===== src/bode_pkg.sv =====
// Shared types, constants and byte selection functions of the byte offset delta encoder.
package bode_pkg;

  localparam logic [7:0]  ESC8  = 8'h80;
  localparam logic [15:0] ESC16 = 16'h8000;

  localparam int QUEUE_DEPTH = 4;
  localparam int QUEUE_AW    = $clog2(QUEUE_DEPTH);
  localparam int QUEUE_CW    = QUEUE_AW + 1;

  // Position of a byte within the code of one pixel (at most seven bytes).
  localparam int IDX_W = 3;

  typedef enum logic [1:0] {
    KIND_SHORT,
    KIND_MID,
    KIND_LONG
  } bode_kind_t;

  typedef struct packed {
    logic [31:0] diff;
    bode_kind_t  kind;
    logic        last;
  } bode_entry_t;

  function automatic logic [IDX_W-1:0] bode_last_idx(input bode_kind_t kind);
    logic [IDX_W-1:0] idx;
    unique case (kind)
      KIND_SHORT: idx = IDX_W'(0);
      KIND_MID:   idx = IDX_W'(2);
      KIND_LONG:  idx = IDX_W'(6);
      default:    idx = IDX_W'(0);
    endcase
    return idx;
  endfunction

  function automatic logic [7:0] bode_byte(input logic [31:0] diff, input bode_kind_t kind,
                                          input logic [IDX_W-1:0] idx);
    logic [7:0] b;
    unique case (kind)
      KIND_SHORT: b = diff[7:0];
      KIND_MID: begin
        case (idx)
          IDX_W'(0): b = ESC8;
          IDX_W'(1): b = diff[7:0];
          default:   b = diff[15:8];
        endcase
      end
      KIND_LONG: begin
        case (idx)
          IDX_W'(0): b = ESC8;
          IDX_W'(1): b = ESC16[7:0];
          IDX_W'(2): b = ESC16[15:8];
          IDX_W'(3): b = diff[7:0];
          IDX_W'(4): b = diff[15:8];
          IDX_W'(5): b = diff[23:16];
          default:   b = diff[31:24];
        endcase
      end
      default: b = diff[7:0];
    endcase
    return b;
  endfunction

endpackage


===== src/byte_offset_delta_encoder.sv =====
// Top level of the byte offset delta encoder.
// Encodes a stream of signed 32-bit pixels as byte offset deltas: each pixel's difference to the
// previous pixel (modulo 2^32, previous taken as zero at reset and after a pixel flagged
// last_pixel) leaves as 1 byte when it lies in -127..127, as 0x80 plus a 16-bit little-endian
// value when it lies in -32767..32767, and otherwise as 0x80, then 0x00 0x80 (0x8000 sent
// little-endian), then a 32-bit little-endian value (7 bytes); the most negative difference
// takes the long form.
// Both sides behave as queues: a pixel transaction completes when push is high and full low, a
// byte transaction when pop is high and empty low; last_of_pixel marks each pixel's final byte
// and last_of_image the final byte of the image. Pixels are classified on entry and parked in a
// four-entry queue, so up to one pixel per cycle is taken, while the queue is not full, even as
// bytes still wait at the output. The byte serialiser emits one byte per cycle while the output
// register is empty or popped, so an escaped code holds it for its three or seven bytes; a byte
// appears on the outputs at the clock edge after the one that takes its pixel, at the earliest.
module byte_offset_delta_encoder (
  input  logic               clk,
  input  logic               rst,
  input  logic               push,
  output logic               full,
  input  logic signed [31:0] pixel_value,
  input  logic               last_pixel,
  output logic               empty,
  input  logic               pop,
  output logic [7:0]         code_byte,
  output logic               last_of_pixel,
  output logic               last_of_image
);
  import bode_pkg::*;

  bode_entry_t q_wr_data;
  bode_entry_t q_rd_data;
  logic        q_push;
  logic        q_pop;
  logic        q_full;
  logic        q_empty;

  // Front end: difference and code length, one pixel per cycle while the queue is not full.
  bode_front u_front (
    .clk         (clk),
    .rst         (rst),
    .push        (push),
    .full        (full),
    .pixel_value (pixel_value),
    .last_pixel  (last_pixel),
    .q_full      (q_full),
    .q_push      (q_push),
    .q_data      (q_wr_data)
  );

  // Decoupling queue: absorbs escapes while the front keeps taking pixels.
  bode_queue u_queue (
    .clk     (clk),
    .rst     (rst),
    .wr_en   (q_push),
    .wr_data (q_wr_data),
    .rd_en   (q_pop),
    .rd_data (q_rd_data),
    .full    (q_full),
    .empty   (q_empty)
  );

  // Back end: one byte per cycle into the output register while it is empty or popped.
  bode_back u_back (
    .clk           (clk),
    .rst           (rst),
    .q_empty       (q_empty),
    .q_data        (q_rd_data),
    .q_pop         (q_pop),
    .empty         (empty),
    .pop           (pop),
    .code_byte     (code_byte),
    .last_of_pixel (last_of_pixel),
    .last_of_image (last_of_image)
  );

endmodule


===== src/bode_front.sv =====
// Front end: accepts pixels, forms the wrapped difference and classifies its code length.
module bode_front (
  input  logic                 clk,
  input  logic                 rst,
  input  logic                 push,
  output logic                 full,
  input  logic signed [31:0]   pixel_value,
  input  logic                 last_pixel,
  input  logic                 q_full,
  output logic                 q_push,
  output bode_pkg::bode_entry_t q_data
);
  import bode_pkg::*;

  logic [31:0] previous_pixel;
  logic [31:0] diff;
  logic        fits8;
  logic        fits16;

  assign full   = q_full;
  assign q_push = push && !q_full;
  assign diff   = pixel_value - previous_pixel;

  // Negative values fit only when not the most negative of their width.
  assign fits8  = (~|diff[31:7]) || ((&diff[31:7]) && (|diff[6:0]));
  assign fits16 = (~|diff[31:15]) || ((&diff[31:15]) && (|diff[14:0]));

  always_comb begin
    q_data.diff = diff;
    q_data.last = last_pixel;
    if (fits8) begin
      q_data.kind = KIND_SHORT;
    end else if (fits16) begin
      q_data.kind = KIND_MID;
    end else begin
      q_data.kind = KIND_LONG;
    end
  end

  // Hold the previous pixel; drop it to zero after the last pixel of an image.
  always_ff @(posedge clk) begin
    if (rst) begin
      previous_pixel <= '0;
    end else if (q_push) begin
      previous_pixel <= last_pixel ? '0 : pixel_value;
    end
  end

endmodule


===== src/bode_queue.sv =====
// Short register queue between the front end and the byte serialiser.
module bode_queue (
  input  logic                  clk,
  input  logic                  rst,
  input  logic                  wr_en,
  input  bode_pkg::bode_entry_t wr_data,
  input  logic                  rd_en,
  output bode_pkg::bode_entry_t rd_data,
  output logic                  full,
  output logic                  empty
);
  import bode_pkg::*;

  bode_entry_t         entries [QUEUE_DEPTH];
  logic [QUEUE_AW-1:0] wptr;
  logic [QUEUE_AW-1:0] rptr;
  logic [QUEUE_CW-1:0] count;
  logic                do_wr;
  logic                do_rd;

  assign full    = (count == QUEUE_CW'(QUEUE_DEPTH));
  assign empty   = (count == '0);
  assign do_wr   = wr_en && !full;
  assign do_rd   = rd_en && !empty;
  assign rd_data = entries[rptr];

  always_ff @(posedge clk) begin
    if (do_wr) begin
      entries[wptr] <= wr_data;
    end
  end

  always_ff @(posedge clk) begin
    if (rst) begin
      wptr  <= '0;
      rptr  <= '0;
      count <= '0;
    end else begin
      if (do_wr) begin
        wptr <= wptr + QUEUE_AW'(1);
      end
      if (do_rd) begin
        rptr <= rptr + QUEUE_AW'(1);
      end
      case ({do_wr, do_rd})
        2'b10:   count <= count + QUEUE_CW'(1);
        2'b01:   count <= count - QUEUE_CW'(1);
        default: count <= count;
      endcase
    end
  end

endmodule


===== src/bode_back.sv =====
// Back end: walks the queued codes byte by byte into a registered output stage.
module bode_back (
  input  logic                  clk,
  input  logic                  rst,
  input  logic                  q_empty,
  input  bode_pkg::bode_entry_t q_data,
  output logic                  q_pop,
  output logic                  empty,
  input  logic                  pop,
  output logic [7:0]            code_byte,
  output logic                  last_of_pixel,
  output logic                  last_of_image
);
  import bode_pkg::*;

  logic             out_valid;
  logic [IDX_W-1:0] idx;
  logic             load;
  logic             at_end;

  assign empty  = !out_valid;
  assign load   = !q_empty && (!out_valid || pop);
  assign at_end = (idx == bode_last_idx(q_data.kind));
  assign q_pop  = load && at_end;

  always_ff @(posedge clk) begin
    if (load) begin
      code_byte     <= bode_byte(q_data.diff, q_data.kind, idx);
      last_of_pixel <= at_end;
      last_of_image <= at_end && q_data.last;
    end
  end

  // Advance the byte index; retire the head item on its final byte.
  always_ff @(posedge clk) begin
    if (rst) begin
      out_valid <= 1'b0;
      idx       <= '0;
    end else begin
      if (load) begin
        out_valid <= 1'b1;
        idx       <= at_end ? '0 : idx + IDX_W'(1);
      end else if (pop) begin
        out_valid <= 1'b0;
      end
    end
  end

endmodule


===== config.mk =====
export PLATFORM = sky130hd
export DESIGN_NAME = byte_offset_delta_encoder
export DESIGN_NICKNAME = d
export VERILOG_FILES = /design/src/bode_pkg.sv /design/src/byte_offset_delta_encoder.sv /design/src/bode_front.sv /design/src/bode_queue.sv /design/src/bode_back.sv
export SDC_FILE = /design/constraint.sdc
export NUM_CORES = 1
export LEC_CHECK = 0
export BUFFER_PORTS_ARGS = -buffer_cell sky130_fd_sc_hd__buf_2
export CORE_MARGIN = 3
export CORE_UTILIZATION = 62
export CTS_BUF_LIST = sky130_fd_sc_hd__clkbuf_16
export CTS_CLUSTER_DIAMETER = 150
export CTS_CLUSTER_SIZE = 8
export DETAILED_ROUTE_END_ITERATION = 10
export PLACE_DENSITY = 0.84
export SLEW_MARGIN = 20
export SYNTH_ARGS = -nofsm -noshare
export SYNTH_HDL_FRONTEND = slang
export SYNTH_SLANG_ARGS = --single-unit

===== constraint.sdc =====
create_clock -name clk -period 5 [get_ports clk]
set_clock_uncertainty 0.05 [all_clocks]
set_input_delay 0.25 -clock clk [delete_from_list [all_inputs] [get_ports clk]]
set_output_delay 0.25 -clock clk [all_outputs]
set_load 0.03 [all_outputs]

==> results.ini <==
[place]
dpl_cell_area_mm2=0.01055
place_ws_ps=936.1
place_congestion=0.8839
dp.final_hpwl_um=14350
io_buffers=48

[floorplan]
io_pins=49
die_w_um=134.0
core_mm2=0.01594
start_util_pct=63.69
die_h_um=134.0
dieArea_mm2=0.01795
core.rowCount=46

[detailed_routing]
wl_met3_um=1355
dr.pass1.iters=6
wl_met1_um=8869
drt_iter0_drc=781
postRouteAntennaNets=0
wl_met2_um=11330
vias_per_cell=6.453
drt_wl_total_um=22380
drt-wirelength-per-cell_um=20.05
drc=0
highest_layer=met4
vias=7202

[yosys]
synth.largest_area_cell=edfxtp_1
ys_ff_latch=195
synth_top_family_by_area=compound AO/OA/AOI/OAI gates
netlist.area_leader.share_pct=44.36
synth_edf_count=150
syn_inst=855
ys_seq_area_share_pct=53.23
syn-num-nets=937
syn_area_per_cell_um2=11.88
synthArstFlopShare_pct=0
synth_xor_area_share_pct=2.317
ys_warn_count=0
synth_fa_ha_area_share_pct=5.693
yosysUniqueCellTypes=75
synthFlopType=edfxtp_1
netlist_area_mm2=0.01015
yosys.area_share.simple_pct=12.25
ys_top_cells_by_area=edfxtp_1 44%, dfxtp_1 8.9%, mux4_2 7.8%, ha_1 5.3%, a21oi_1 3.8%
synth_compound_area_share_pct=14.59
synthMuxAreaShare_pct=7.961

[finish]
seqCellArea_mm2=0.005406
multi_input_area_mm2=0.004349
drive_above_1_share_pct=15.89
nFillCells=1095
final_cell_area_mm2=0.01115
area_delta_synth_final_pct=9.821
antenna_cells=0
fin_nets=969

[critical_path]
crit_family=adder cells
timing_worst_setup_path_type=register to register
critPathRequiredTime_ps=5300
cp_slowest_cell=dfxtp_2
cp.arrival_ps=4430
critPathMaxFanout=12
critPathLaunchType=register
ff2ff_setup_slack_ps=880
cpPeakStageDelay_ps=580
cp_cell_sequence=mux4_2 -> ha_1 -> xnor2_1 -> nor3_1 -> nor2b_1 -> ha_1 -> inv_1 -> fa_1 -> xor2_1 -> or3_1 -> a21oi_1
crit_buf_inv=1
cp_common_cell=ha_1
end_kind=register

[cts]
postCtsHoldBufs=0
clockRootBuffer=clkbuf_16
cts_tree=built
cts.sinks=195
clk_latency_ps=440
cts-resized-gates=0
cts_max_level=4
cts_buffers=17
cts_buffer_depth=2
clk_pin_slew_ps=70
post-cts-setup-buffers=0

[min_path]
min_path_type=primary input to register

[timing]
period_share_pct=82.48
hold_violations=0
rsz0062_at_grt=false
max_freq_mhz=242.5
fin_ws_ps=876.2
slew_headroom_pct=28.06
finalSetupTns_ps=0
finalSetupViolations=0
worst_pin_slew_ps=1072
final_max_slew_viol_count=0
fin_crit_ps=4124

[flow_run]
cap_viol_max_count=0

[power]
internal_power_mw=3.206
combPwrFrac_pct=25.5
power_frac_seq_pct=44.3
powerDensity_mw_per_mm2=415.8
p_leak_nw=3.848
vdd.ir_drop.worst_mv=0.2444
p_total_mw=4.637
pwr-share-clk_pct=30.1
p_switching_mw=1.431
swShare_pct=30.85

[outcome]
status=complete, no violations

[global_routing]
grt_antenna_before_repair=0
gr-total-overflow=0
grt_pass1_vias=6970
grt.total_usage_pct=26.05
grt_max_degree=68
grt_pass1_wl_um=36300

## stage by stage
stage | cells | hold slack (ps) | util, %
CTS | 1116 | 45.56 | 69.94
floorplan | 855 | 298.9 | -
detailed placement | 1084 | 414.9 | 66.16
finish | 1116 | 59.99 | 69.94
global placement | 1084 | 404.1 | 66.16
global route | 1116 | 63.44 | 69.94
## logic make-up (layout without fill, tap and decap cells)
group                      Yosys count  count (layout)
and+or+nand+nor                    238             238
adders and majority gates           45              45
xor gates and xnor gates            26              26
DFF                                195             195
muxes                               37              37
buffers and inverters              101             146
AOI/OAI and AO/OA                  213             213
## synth_stat cells (3+ instances only)
cell         n
a32oi_1      3
o2111ai_1    3
or3_1        8
nor2b_1      6
a22oi_1      7
a211oi_1    10
mux4_2      35
and2_1       9
o21ai_0     30
nor2_1      72
xor2_1       8
dfxtp_1     45
nand2b_1     6
buf_2        3
nand3_1      9
nor4_1       5
ha_1        43
a2111oi_0    3
and3_1       8
a22o_1      13
xnor2_1     17
inv_1       57
o21a_1       4
or2_2        3
a311oi_1     3
nor3_1      20
and4_1       6
edfxtp_1   150
a21boi_0     3
clkbuf_1    30
nand2_1     39
nor3b_1     30
a222oi_1     7
nand4_1     11
a21oi_1     78
o21ai_1      3
a21oi_2      3
buf_1        8
a21o_1      11
## metal layers
metal | vias up | GRT usage [%]
met2 | 307 | 44.83
met4 | 0 | 10.86
met1 | 3512 | 32.67
met5 | - | 0
li1 | 3320 | -
met3 | 63 | 4.801
## cells in the final DEF, fill, tap and decap left out, types with 30 or more instances in the layout
master and count:
edfxtp_1 150, o21ai_0 30, dfxtp_1 44, nor3b_1 30, inv_1 57, a21oi_1 78, nor2_1 72, nand2_1 38
buf_2 48, ha_1 43, mux4_2 35
## state kept, by name, summed over array words and instances, names as in the netlist, named ones only
signal and count:
u_back.code_byte 8, u_back.idx 3, u_back.last_of_image 1, u_back.last_of_pixel 1
u_back.out_valid 1, u_front.previous_pixel 32, u_queue.count 3, u_queue.entries 140
u_queue.rptr 2, u_queue.wptr 2
## power groups by stage
stage | Sequential (mW) | Clock (mW) | Combinational, mW
after global placement | 2.07 | 0 | 1.12
after detailed placement | 2.08 | 0 | 1.15
after global routing | 2.07 | 1.47 | 1.28
after CTS | 2.05 | 1.41 | 1.17
final | 2.05 | 1.40 | 1.18
after floorplan | 2.14 | 0 | 0.793
## area by class of cell
type / instances / area share [%]
clock inverters: 15 / 1.593
repair buffers: 57 / 2.760
well taps: 216 / 2.424
multi-input cells: 559 / 39.00
flip-flops and latches: 195 / 48.49
inverters: 57 / 1.919
clock buffers: 17 / 3.815
## worst min-delay path: cells and delay by family
family,cells,cell delay (ps)
AO/OA/AOI/OAI,1,50
AND/OR/NAND/NOR,1,100
buffers and inverters,1,90
## final timing paths
| path | depth (start not counted) | start | to |
|---|---|---|---|
| hold / removal | 3 | pop | u_back.out_valid |
| setup / recovery | 11 | register | u_queue.count[2] |
| setup reg to reg | 11 | register | u_queue.count[2] |
| hold reg to reg | 2 | u_back.out_valid | u_back.out_valid |
Note: power is estimated with default switching activity, not from simulation.
